`config.mk`:
```
export PLATFORM = sky130hd
export DESIGN_NAME = rmea_sqrt_cell
export DESIGN_NICKNAME = d
export VERILOG_FILES = /design/src/rtl/assert_macros.svh /design/src/rtl/rmea_pkg.sv /design/src/rtl/rmea_sqrt_cell.sv
export SDC_FILE = /design/constraint.sdc
export NUM_CORES = 1
export LEC_CHECK = 0
export CAP_MARGIN = 0
export CORE_ASPECT_RATIO = 0.7
export CORE_UTILIZATION = 45
export CTS_BUF_LIST = sky130_fd_sc_hd__clkbuf_8 sky130_fd_sc_hd__clkbuf_16
export CTS_CLUSTER_SIZE = 20
export DETAILED_ROUTE_END_ITERATION = 12
export DONT_BUFFER_PORTS = 1
export SLEW_MARGIN = 15
export SYNTH_ARGS = -nofsm -noshare
export SYNTH_HDL_FRONTEND = slang
export SYNTH_SLANG_ARGS = --single-unit
```
`constraint.sdc`:
```
create_clock -name clock -period 5.2 [get_ports clock]
set_input_delay 0.26 -clock clock [delete_from_list [all_inputs] [get_ports clock]]
set_output_delay 0.26 -clock clock [all_outputs]
set_load 0.01 [all_outputs]
```
`src/rtl/assert_macros.svh`:
```
// Assertion helpers
`ifndef ASSERT_MACROS_SVH
`define ASSERT_MACROS_SVH
`ifndef SYNTHESIS
`define ASSERT_CLK(label, clk, rst, prop, msg) \
   label: assert property (@(posedge clk) disable iff (rst) prop) else $error(msg);
`define ASSERT_NORST(label, clk, prop, msg) \
   label: assert property (@(posedge clk) prop) else $error(msg);
`else
`define ASSERT_CLK(label, clk, rst, prop, msg)
`define ASSERT_NORST(label, clk, prop, msg)
`endif
`endif

```
`src/rtl/rmea_pkg.sv`:
```
package rmea_pkg;
   localparam int CordicStages = 16;
   localparam int AccW = 28;
   localparam int VecW = 34;
   localparam int SqrtSteps = 17;
   localparam logic signed [AccW-1:0] PiQ24 = 28'sd52707179;
   localparam logic signed [17:0] AngleLimit = 18'sd25736;

   typedef struct packed {
      logic signed [VecW-1:0] x;
      logic signed [VecW-1:0] y;
      logic signed [AccW-1:0] acc;
      logic                   zero;
   } cordic_type;

   typedef struct packed {
      logic [31:0] rem;
      logic [16:0] root;
      logic signed [15:0] r00, r10, r20, r21, r22, r11, r12;
   } sqrt_type;

   function automatic logic signed [AccW-1:0] atan_entry(input int i);
      logic signed [AccW-1:0] t [0:23];
      t = '{28'sd13176795, 28'sd7778716, 28'sd4110060, 28'sd2086331, 28'sd1047214,
            28'sd524117, 28'sd262123, 28'sd131069, 28'sd65536, 28'sd32768, 28'sd16384,
            28'sd8192, 28'sd4096, 28'sd2048, 28'sd1024, 28'sd512, 28'sd256, 28'sd128,
            28'sd64, 28'sd32, 28'sd16, 28'sd8, 28'sd4, 28'sd2};
      return t[i];
   endfunction
endpackage

```
`src/rtl/rmea_sqrt_cell.sv`:
```
module rmea_sqrt_cell import rmea_pkg::*; (
   input  logic       clock,
   input  logic       en,
   input  logic [4:0] step,
   input  sqrt_type   d,
   output sqrt_type   q
);
   sqrt_type q_in, q_ff;
   logic [5:0] sh;
   logic [33:0] trial;
   logic [33:0] part;
   always_comb begin
      sh = 6'(2 * (SqrtSteps - 1 - int'(step)));
      q_in = d;
      part = {2'b00, d.rem} >> sh;
      trial = {15'd0, d.root, 2'b01};
      if (part >= trial) begin
         q_in.rem = d.rem - 32'(trial << sh);
         q_in.root = {d.root[15:0], 1'b1};
      end else begin
         q_in.root = {d.root[15:0], 1'b0};
      end
   end
   always_ff @(posedge clock) begin
      if (en) q_ff <= q_in;
   end
   assign q = q_ff;
endmodule

```
After elaboration in Yosys (flattened, before gate mapping)
Index checks and enable logic that the tools add are counted.
- flip-flop bits (word level): 161
- input bits: 168
- $add $sub $neg: 2
- $lt $le $gt $ge: 1
- shift operators: 2
- muxes and demuxes: 2
- operators by type and width (cell ; count):
    34-bit by 19-bit greater-or-equal comparator with 1-bit output ; 1
    32-bit by 6-bit >> shifter with 34-bit output ; 1
    32-bit two-way mux ; 1
    19-bit by 6-bit left shift with 32-bit output ; 1
    32-bit subtractor ; 1
    5-bit subtractor, first input constant ; 1
    1-bit two-way mux ; 1

Depth between registers and ports, before layout
- depth in word-level cells: 4
- mapped depth: 23
- gate-level depth less buffers: 18

Worst setup path before layout
No wires, ideal clock.
- path type: input-to-reg
- start point: input port step[0]
- end point: register q_ff (netlist bit q[157]), data pin
- arrival time: 4349 ps
- data required time: 4940 ps
- path slack: 591 ps
- stages: 21
- buffers on the path: 5
- cell sequence: buf_6 -> buf_6 -> inv_2 -> ha_1 -> buf_1 -> buf_2 -> buf_1 -> mux4_2 -> nand2_1 -> nand2_1 -> nand2_1 -> ha_1 -> and3_1 -> o211ai_1 -> a21o_1 -> a21oi_4 -> nand2_1 -> a2111o_1 -> o31a_1 -> xnor2_1 -> mux2_4
- RTL lines (item ; line ; RTL):
    from (decl) ; rmea_sqrt_cell.sv:4 ; input logic [4:0] step,
    to (signal assigned) ; rmea_sqrt_cell.sv:25 ; if (en) q_ff <= q_in;
    to (decl) ; rmea_sqrt_cell.sv:8 ; sqrt_type q_in, q_ff;

==> impl_metrics.yaml <==
sta:
  slew_violations: 0
  clock.fmax_ghz: 0.228
  worst_pin_slew_ns: 0.807
  period_minus_slack_ns: 4.38
  tns_ns: 0
  final_hold_viol_count: 0
  slew_headroom: 0.447
  setup_viol: 0
  rsz0062_at_grt: "no"
  whs_ns: 0.0431
  finalCritPeriodShare: 0.842
  setup_ws_ns: 0.820
critical_path:
  critPathRequiredTime_ns: 5.37
  cp-end-kind: "register"
  start_kind: "input port"
  cp_max_fo: 80
  crit_type: "in -> reg"
  worstPathArrival_ns: 4.55
run:
  drv_cap: 0
logic_synthesis:
  synthCells: 871
  synth_area_leaders: "edfxtp_1 50%, ha_1 6.5%, mux2i_1 4.7%"
  synth.avg_cell_area_um2: 11.0
  seq_area_frac_synth: 0.504
  syn-cell-area_mm2: 0.00959
  synth_nets: 1089
  synth_top_area_cell: "edfxtp_1"
  ys_types: 70
  ys_seq_elements: 161
  yosys.area.top_type_share: 0.504
  synth-edff-count: 161
  synthArstFlopShare: 0
  yosysWarnings: 0
  synth_top_flop_cell: "edfxtp_1"
cts:
  path_clk_slew_ns: 0.07
  post-cts-setup-buffers: 0
  cts_htree_levels: 4
  root_buffer: "clkbuf_16"
  cts_tree: "yes"
  cts-resized-gates: 0
  cts_buffers: 17
  clockBufferDepth: 2
  cts.sinks: 161
die:
  initial_core_util: 0.461
  die-area_mm2: 0.0219
  die_x_um: 176
  ios: 329
  core_area_mm2: 0.0208
  die_y_um: 124
  std_cell_rows: 44
grt:
  grtUsageTotal: 0.263
  grt_pass1_vias: 7007
  grt_max_degree: 162
  grt_pass1_wl_um: 42400
  overflow: 0
  antenna_found_initial: 0
power_and_ir_drop:
  p_comb_frac: 0.234
  switchingPower_w: 0.00122
  seq_power_share: 0.446
  power_density_mw_per_mm2: 327
  clkPwrFrac: 0.320
  swShare: 0.318
  p_leak_nw: 4.58
  p_int_w: 0.00263
  irDropWorstVdd_v: 0.000207
worst_hold_path:
  min_delay_path_depth: 1
  hold_start: "d[136]"
  hold_path_class: "in -> reg"
  hold_end: "q[136]$_DFFE_PP_"
detailed_routing:
  drtIter0Drc: 762
  wl_um: 29500
  dr.pass1.iters: 5
  viasPerCell: 5.88
  detail-route-antenna-nets: 0
  drc: 0
  vias: 7568
  wl_per_cell_um: 22.9
place:
  dp_hpwl_um: 21200
  place_ws_ns: 0.578
  port_buffers: 0
  gp_congestion: 1.04
cells_and_area:
  layout_commonest_cell: "edfxtp_1"
  largest_register_ffs: 161
  drive_above_1_share: 0.0930
  syn2layout_area_growth_pct: 22.8
  layout_common_cells: "161 x edfxtp_1, 128 x dlygate4sd3_1, 99 x nand2_1"
  num_antenna_cells: 0
  fin_nets: 1216
run_status:
  status: "complete, no violations"
[stage by stage]
step           total power [W]  instance area, µm²  instances  utilization
6_report               0.00385               11800       1287        0.566
5_1_grt                0.00403               11800       1287        0.566
4_1_cts                0.00388               11800       1287        0.566
3_5_place_dp           0.00251                9880       1126        0.475
3_3_place_gp           0.00252                9880       1126        0.475
2_1_floorplan          0.00232                9590        871            -
[layer usage]
metal,track usage,wire [µm]
met2,0.359,12300
met1,0.387,13600
met5,0,0
met3,0.101,3430
met4,0.0571,255
[worst max path at each step]
stage | from | end | depth (start not counted)
6_report | step[0] | q[157]$_DFFE_PP_ | 17
5_1_grt | step[0] | q[157]$_DFFE_PP_ | 17
4_1_cts | step[0] | q[157]$_DFFE_PP_ | 17
3_5_place_dp | step[0] | q[157]$_DFFE_PP_ | 17
3_3_place_gp | step[0] | q[157]$_DFFE_PP_ | 17
2_1_floorplan | step[0] | q[157]$_DFFE_PP_ | 21
[cell usage after synthesis (all sizes together), types with 9 or more instances]
| library cell | count |
|---|---|
| edfxtp | 161 |
| nand2 | 99 |
| nor2 | 85 |
| a21oi | 80 |
| ha | 50 |
| mux2i | 47 |
| o21ai | 41 |
| inv | 34 |
| a21o | 24 |
| buf | 22 |
| xnor2 | 20 |
| clkbuf | 18 |
| nor3 | 18 |
| and3 | 14 |
| a211oi | 13 |
| mux2 | 13 |
| nand3 | 13 |
| a31oi | 11 |
| mux4 | 11 |
| nand4 | 11 |
| xor2 | 9 |
[worst max-delay path: stages]
cell and delay, ns:
inv_2 0.17, ha_1 0.22, nor3b_1 0.37, xnor2_1 0.20, nand2_1 0.23, nor2_1 0.36, nand2_1 0.18, ha_1 0.41
a21oi_1 0.09, o21ai_0 0.31, nor2_1 0.13, a21oi_4 0.24, nand2_1 0.10, a2111o_1 0.46, o31a_1 0.35, xnor2_1 0.13
mux2_4 0.26
[logic make-up after synthesis]
logic type               synth area share
multiplexers                       0.0934
flip-flops                          0.504
AO/OA/AOI/OAI                       0.150
adder cells (fa/ha/maj)            0.0652
XOR/XNOR                           0.0273
buffers and inverters              0.0348
AND/OR/NAND/NOR                     0.126
[cell type report]
cell class                      instances  area, µm²
Inverter                               34        128
Multi-Input combinational cell        636       4420
Tap cell                              276        345
Timing Repair Buffer                  148       1460
Clock inverter                         15        159
Clock buffer                           17        425
Sequential cell                       161       4830
Fill cell                            1863       9030
[what timing repair did]
item                                    in CTS  in global routing
endpoints found under the setup margin       0                  0
hold endpoints to repair                   289                  0
hold buffers                               129                  0
[power by group through the flow]
stage | clock network (W) | registers [W] | logic, W
after global routing | 0.00132 | 0.00173 | 0.000982
after floorplan | 0 | 0.00172 | 0.000601
after CTS | 0.00128 | 0.00172 | 0.000880
after detailed placement | 0 | 0.00174 | 0.000769
final | 0.00123 | 0.00172 | 0.000901
after global placement | 0 | 0.00175 | 0.000773
(Power assumes the default switching activity.)
