==> src/rtl/assert_macros.svh <==
// Assertion helpers
`ifndef ASSERT_MACROS_SVH
`define ASSERT_MACROS_SVH
`ifndef SYNTHESIS
`define ASSERT_CLK(label, clk, rst, prop, msg) \
   label: assert property (@(posedge clk) disable iff (rst) prop) else $error(msg);
`define ASSERT_NORST(label, clk, prop, msg) \
   label: assert property (@(posedge clk) prop) else $error(msg);
`else
`define ASSERT_CLK(label, clk, rst, prop, msg)
`define ASSERT_NORST(label, clk, prop, msg)
`endif
`endif

==> src/rtl/rmea_pkg.sv <==
package rmea_pkg;
   localparam int CordicStages = 16;
   localparam int AccW = 28;
   localparam int VecW = 34;
   localparam int SqrtSteps = 17;
   localparam logic signed [AccW-1:0] PiQ24 = 28'sd52707179;
   localparam logic signed [17:0] AngleLimit = 18'sd25736;

   typedef struct packed {
      logic signed [VecW-1:0] x;
      logic signed [VecW-1:0] y;
      logic signed [AccW-1:0] acc;
      logic                   zero;
   } cordic_type;

   typedef struct packed {
      logic [31:0] rem;
      logic [16:0] root;
      logic signed [15:0] r00, r10, r20, r21, r22, r11, r12;
   } sqrt_type;

   function automatic logic signed [AccW-1:0] atan_entry(input int i);
      logic signed [AccW-1:0] t [0:23];
      t = '{28'sd13176795, 28'sd7778716, 28'sd4110060, 28'sd2086331, 28'sd1047214,
            28'sd524117, 28'sd262123, 28'sd131069, 28'sd65536, 28'sd32768, 28'sd16384,
            28'sd8192, 28'sd4096, 28'sd2048, 28'sd1024, 28'sd512, 28'sd256, 28'sd128,
            28'sd64, 28'sd32, 28'sd16, 28'sd8, 28'sd4, 28'sd2};
      return t[i];
   endfunction
endpackage

==> src/rtl/rmea_cordic_cell.sv <==
module rmea_cordic_cell import rmea_pkg::*; (
   input  logic       clock,
   input  logic       en,
   input  logic [4:0] step,
   input  cordic_type d,
   output cordic_type q
);
   cordic_type q_in, q_ff;
   always_comb begin
      q_in = d;
      if (d.y >= 0) begin
         q_in.x = d.x + (d.y >>> step);
         q_in.y = d.y - (d.x >>> step);
         q_in.acc = d.acc + atan_entry(int'(step));
      end else begin
         q_in.x = d.x - (d.y >>> step);
         q_in.y = d.y + (d.x >>> step);
         q_in.acc = d.acc - atan_entry(int'(step));
      end
   end
   always_ff @(posedge clock) begin
      if (en) q_ff <= q_in;
   end
   assign q = q_ff;
endmodule

==> src/rtl/rmea_cordic_chain.sv <==
module rmea_cordic_chain import rmea_pkg::*; (
   input  logic               clock,
   input  logic               en,
   input  logic signed [17:0] y_i,
   input  logic signed [17:0] x_i,
   output logic signed [15:0] angle
);
   cordic_type stage [0:CordicStages];
   cordic_type head;
   logic signed [AccW-1:0] rnd;
   logic signed [AccW-12:0] shr;
   always_comb begin
      head.zero = (x_i == 0) && (y_i == 0);
      head.x = VecW'(x_i) <<< 14;
      head.y = VecW'(y_i) <<< 14;
      head.acc = '0;
      if (x_i < 0) begin
         head.acc = (y_i >= 0) ? PiQ24 : -PiQ24;
         head.x = -head.x;
         head.y = -head.y;
      end
   end
   assign stage[0] = head;
   for (genvar g = 0; g < CordicStages; g++) begin : g_cell
      rmea_cordic_cell u_cell (.clock(clock), .en(en), .step(5'(g)), .d(stage[g]),
                               .q(stage[g+1]));
   end
   always_comb begin
      rnd = stage[CordicStages].acc + AccW'(1024);
      shr = rnd[AccW-1:11];
      if (stage[CordicStages].zero) angle = '0;
      else if (shr > AngleLimit) angle = 16'(AngleLimit);
      else if (shr < -AngleLimit) angle = 16'(-AngleLimit);
      else angle = shr[15:0];
   end
endmodule

==> config.mk <==
export PLATFORM = sky130hd
export DESIGN_NAME = rmea_cordic_chain
export DESIGN_NICKNAME = d
export VERILOG_FILES = /design/src/rtl/assert_macros.svh /design/src/rtl/rmea_pkg.sv /design/src/rtl/rmea_cordic_cell.sv /design/src/rtl/rmea_cordic_chain.sv
export SDC_FILE = /design/constraint.sdc
export NUM_CORES = 2
export LEC_CHECK = 0
export BUFFER_PORTS_ARGS = -buffer_cell sky130_fd_sc_hd__buf_2
export CAP_MARGIN = 5
export CORE_MARGIN = 2
export CORE_UTILIZATION = 30
export DETAILED_ROUTE_END_ITERATION = 6
export PLACE_DENSITY_LB_ADDON = 0.3
export SKIP_LAST_GASP = 1
export SLEW_MARGIN = 20
export SYNTH_ARGS = -nofsm -noshare
export SYNTH_HDL_FRONTEND = slang
export SYNTH_SLANG_ARGS = --single-unit
export TNS_END_PERCENT = 20
==> constraint.sdc <==
create_clock -name clock -period 11.73 [get_ports clock]
set_input_delay 1.7595 -clock clock [delete_from_list [all_inputs] [get_ports clock]]
set_output_delay 1.7595 -clock clock [all_outputs]
set_load 0.05 [all_outputs]
# --- Word level (Yosys, flattened, before mapping) ---
# Index checks and enable logic that the tools add are counted.
totals:
  out_inout_bits: 16
  reg_bits: 1450
op_classes:
  n_mux: 21
  add_sub_neg: 94
  reduce_logical: 3
  order_cmp: 20
op_table:
  columns: ["operator", "n"]
  rows:
  - ["$mux W96", 16]
  - ["$ge A34 B1 Y1 const B", 16]
  - ["$add A34 B20 Y34", 2]
  - ["$add A34 B21 Y34", 2]
  - ["$add A34 B22 Y34", 2]
  - ["$add A34 B23 Y34", 2]
  - ["$add A34 B24 Y34", 2]
  - ["$add A34 B25 Y34", 2]
  - ["$add A34 B26 Y34", 2]
  - ["$add A34 B27 Y34", 2]
  - ["$add A34 B28 Y34", 2]
  - ["$add A34 B29 Y34", 2]
  - ["$add A34 B30 Y34", 2]
  - ["$add A34 B31 Y34", 2]
  - ["$add A34 B32 Y34", 2]
  - ["$add A34 B33 Y34", 2]
  - ["$neg A32 Y34", 2]
  - ["$sub A34 B20 Y34", 2]
  - ["$sub A34 B21 Y34", 2]
  - ["$sub A34 B22 Y34", 2]
  - ["$sub A34 B23 Y34", 2]
  - ["$sub A34 B24 Y34", 2]
  - ["$sub A34 B25 Y34", 2]
  - ["$sub A34 B26 Y34", 2]
  - ["other kinds (47)", 62]

# --- Depth between registers and ports, before layout ---
logic_depth:
  word_depth: 5
  mapped_depth: 21
  mapped_depth_nobuf: 21

# --- Cells and area by module ---
# Synthesis repeated with hierarchy kept, for this count alone.
hier_totals:
  hier_cells: 26468
  area_unflattened_um2: 239150.6
by_module_without_submodules:
  columns: ["mod", "area_each_um2", "cells_each", "n_inst"]
  rows:
  - ["rmea_cordic_cell (g_cell[10].u_cell ...)", 14863.0, 1636, 7]
  - ["rmea_cordic_cell (g_cell[5].u_cell ...)", 14918.1, 1624, 2]
  - ["rmea_cordic_cell (g_cell[0].u_cell)", 14953.1, 1703, 1]
  - ["rmea_cordic_cell (g_cell[11].u_cell)", 14825.5, 1690, 1]
  - ["rmea_cordic_cell (g_cell[6].u_cell)", 14795.4, 1629, 1]
  - ["rmea_cordic_cell (g_cell[7].u_cell)", 14792.9, 1616, 1]
  - ["rmea_cordic_cell (g_cell[12].u_cell)", 14772.9, 1652, 1]
  - ["rmea_cordic_cell (g_cell[4].u_cell)", 14711.6, 1589, 1]
  - ["rmea_cordic_cell (g_cell[9].u_cell)", 14670.3, 1619, 1]
  - ["rmea_cordic_chain", 1751.7, 270, 1]

# --- Worst setup path before layout ---
# No wires, ideal clock.
synth_timing:
  path_type: "input -> register"
  from: "input port x_i[4]"
  to: "register g_cell[0].u_cell.q_ff, in the netlist g_cell[0].u_cell.q[94] (data pin)"
  setup_ns: 0.277
  t_arrival_ns: 4.990
  setup_slack_ns: 6.463
  required_ns: 11.453
  path_buffers: 1
  path_stages: 18
  path_cell_list: "nor4_1 > inv_1 > nor3_1 > nand2_1 > nor4_1 > nor2_1 > xor2_1 > ha_1 > clkbuf_1 > nand2_1 > or3_1 > or4_1 > o21ai_0 > a21oi_1 > nor2_1 > a21oi_1 > nand2_1 > o221ai_1"
synth_lines:
  columns: ["element", "line", "text"]
  rows:
  - ["from (decl)", "rmea_cordic_chain.sv:5", "input logic signed [17:0] x_i,"]
  - ["to (signal assigned)", "rmea_cordic_cell.sv:22", "if (en) q_ff <= q_in;"]
  - ["to (decl)", "rmea_cordic_cell.sv:8", "cordic_type q_in, q_ff;"]

# --- Worst setup path after layout ---
layout_timing:
  from: "register g_cell[15].u_cell.q_ff, in the netlist g_cell[15].u_cell.q[16]"
  to: "output port angle[7]"
layout_between:
  elab_chain_cells: 5
  elab_cells_between_ends: 6
  classes_between: "add/sub (1); order compare (2); mux (3)"
layout_rtl:
  columns: ["element", "line", "text"]
  rows:
  - ["from (decl)", "rmea_cordic_cell.sv:8", null]
  - ["from (signal assigned)", "rmea_cordic_cell.sv:22", null]
  - ["$add A28 B12 Y28 (*)", "rmea_cordic_chain.sv:29", "rnd = stage[CordicStages].acc + AccW'(1024);"]
  - ["$lt A17 B16 Y1", "rmea_cordic_chain.sv:33", "else if (shr < -AngleLimit) angle = 16'(-AngleLimit);"]
  - ["$mux W16", "rmea_cordic_chain.sv:33", null]
  - ["$mux W16 (*)", "rmea_cordic_chain.sv:32", "else if (shr > AngleLimit) angle = 16'(AngleLimit);"]
  - ["$mux W16 (*)", "rmea_cordic_chain.sv:31", "if (stage[CordicStages].zero) angle = '0;"]
  - ["to (decl)", "rmea_cordic_chain.sv:6", "output logic signed [15:0] angle"]
# Every way passes the cells marked *; elsewhere a longest branch is shown, timed or not.

==> results.sh <==
export IMPL_finalSetupTns_ns=0
export IMPL_cp_data_arrival_time_ns=4.13
export IMPL_post_route_period_util_pct=50.2
export IMPL_setup_viol=0
export IMPL_syn_to_final_growth_pct=10.9
export IMPL_wl_um=249000
export IMPL_drive_gt1_share_pct=4.05
export IMPL_rows=212
export IMPL_ios=54
export IMPL_top_usage_layer="met2"
export IMPL_place_ws_ns=5.20
export IMPL_start_util_pct=30.2
export IMPL_synthTopCellsByCount="edfxtp_1, ha_1, xnor2_1"
export IMPL_largest_reg_flops=1201
export IMPL_via_per_inst=4.93
export IMPL_cts_tree="yes"
export IMPL_yosysUniqueCellTypes=104
export IMPL_drc_errors=0
export IMPL_synth_area_per_cell_um2=9.75
export IMPL_slew_headroom_pct=25.5
export IMPL_clockRootBuffer="clkbuf_16"
export IMPL_track_usage_pct=14.3
export IMPL_dp_cells=14700
export IMPL_async_reset_ff_share_pct=0
export IMPL_wire_per_inst_um=16.6
export IMPL_grt_max_degree=167
export IMPL_syn_inst=10300
export IMPL_maxSlewViolCount=0
export IMPL_regArea_mm2=0.0361
export IMPL_post_cts_setup_buffers=0
export IMPL_tritoncts_num_buffers=157
export IMPL_rsz0062_at_grt="no"
export IMPL_r2r_slack_ns=6.09
export IMPL_synth_area_leaders="edfxtp_1, ha_1, xnor2_1, xor2_1, a21oi_1"
export IMPL_cts_clk_slew_worst_paths_ns=0.05
export IMPL_status="completed"
export IMPL_worstPathMaxFanout=11
export IMPL_yosys_area_top_type="edfxtp_1"
export IMPL_place_gp_congestion=0.887
export IMPL_synth_top_area_share_pct=35.9
export IMPL_dr_pass1_iters=6
export IMPL_htree_levels=4
export IMPL_die_h_um=583
export IMPL_synth_edf_count=1201
export IMPL_worst_pin_slew_ns=1.10
export IMPL_yosysMostFrequentCell="edfxtp_1"
export IMPL_dp_hpwl_um=200000
export IMPL_grt_use_met2_pct=27.3
export IMPL_grt_util_met3_pct=1.50
export IMPL_finalHoldViolations=0
export IMPL_fin_ws_ns=5.84
export IMPL_die_area_mm2=0.340
export IMPL_vias=73900
export IMPL_final_nets=11700
export IMPL_cts_resized=0
export IMPL_ys_seq_elements=1201
export IMPL_ctsHoldBuffers=0
export IMPL_ys_flop_type="edfxtp_1"
export IMPL_grt_ovfl_total=0
export IMPL_worstSetupPathType="flip-flop to output pin"
export IMPL_cp_end_kind="output pin"
export IMPL_synth_seq_area_share_pct=35.9
export IMPL_syn_area_mm2=0.101
export IMPL_first_iter_violations=3512
export IMPL_portBuffers=53
export IMPL_grt_pass1_vias=73000
export IMPL_max_cap_violations=0
export IMPL_skew_ns=0.0656
export IMPL_ant_nets=0
export IMPL_die_x_um=583
export IMPL_multi_input_area_mm2=0.0624
export IMPL_fillers=34000
export IMPL_final_core_util_pct=33.5
export IMPL_met1_usage_pct=15.6
export IMPL_yosys_warnings=0
export IMPL_antenna_found_initial=5
export IMPL_worstSkewPairLatency_ns=0.84
export IMPL_clock_fmax_ghz=0.170
export IMPL_min_period_ns=5.89
export IMPL_cp_required_ns=9.97
export IMPL_cts_buffer_depth=4
export IMPL_worstSetupStartpointType="flip-flop"
export IMPL_grt_first_pass_wirelength_um=394000
export IMPL_core_region_area_mm2=0.333
export IMPL_fin_cells=15000
export IMPL_cts_sinks=1201
export IMPL_hold_class="flip-flop to flip-flop"
## placed cells by master, fill, tap and decap left out, types with 37 or more instances in the layout
master,instances
a211oi_1,61
a21o_1,414
a21oi_1,815
a31oi_1,85
and2_1,56
and3_1,72
buf_2,52
clkbuf_16,159
conb_1,81
edfxtp_1,1201
fa_1,37
ha_1,1160
inv_1,485
nand2_1,575
nand2b_1,178
nand3_1,195
nand4_1,51
nor2_1,758
nor2b_1,155
nor3_1,230
nor4_1,70
o21a_1,173
o21ai_0,518
o21ai_1,80
o21bai_1,144
o31ai_1,191
o41ai_1,94
or2_2,49
or3_1,135
or4_1,81
xnor2_1,1032
xor2_1,543
## routing by layer
metal / wire, um / vias up
met5: 0 / -
met4: 13700 / 0
met3: 5860 / 473
met2: 129000 / 964
met1: 101000 / 33800
li1: - / 38700
## cells by family (layout without fill, tap and decap cells)
group           count (synthesis)  after routing  synth area share, %
buf+inv                       650            852                 2.44
flops                        1201           1201                 35.9
xor+xnor                     1575           1575                 13.7
fa+ha+maj                    1198           1198                 15.2
mux                            27             27                0.270
compound gates               2961           2961                 19.2
simple gates                 2704           2704                 13.3
other cells                     2             83              0.00747
## worst max-delay path: stages, from the launching register on
cell and delay [ns]:
edfxtp_1 0.52, nand2_1 0.23, nor3_1 0.54, nand2_1 0.13, o31ai_1 0.27, a31oi_1 0.13, o21ai_1 0.17, a21oi_1 0.08
o21ai_1 0.53, o21ai_0 0.18, a21oi_1 0.25, buf_2 0.32
## through the flow
step	instance area, um^2	hold WS (ns)
detailed placement	106000	0.406
CTS	112000	0.415
floorplan	101000	0.400
global placement	106000	0.402
finish	112000	0.413
global route	112000	0.426
## final timing paths
kind	from	endpoint	cells past startpoint
setup / recovery	g_cell[15].u_cell.q[16]	angle[7]	11
hold / removal	g_cell[8].u_cell.q[11]	g_cell[9].u_cell.q[11]	0
setup reg to reg	g_cell[8].u_cell.q[76]	g_cell[9].u_cell.q[62]	17
hold reg to reg	g_cell[8].u_cell.q[11]	g_cell[9].u_cell.q[11]	0
## layout make-up
class	count	area share (%)
well taps	4387	4.92
repair buffers	91	0.552
inverters	488	1.64
clock buffers	176	3.62
flip-flops and latches	1201	32.3
clock inverters	97	1.03
diodes	2	0.00449
multi-input cells	8546	55.9
Power is left out: the tool's default activity adds up to more than one toggle a clock period on the data nets, which glitch-free logic cannot reach.
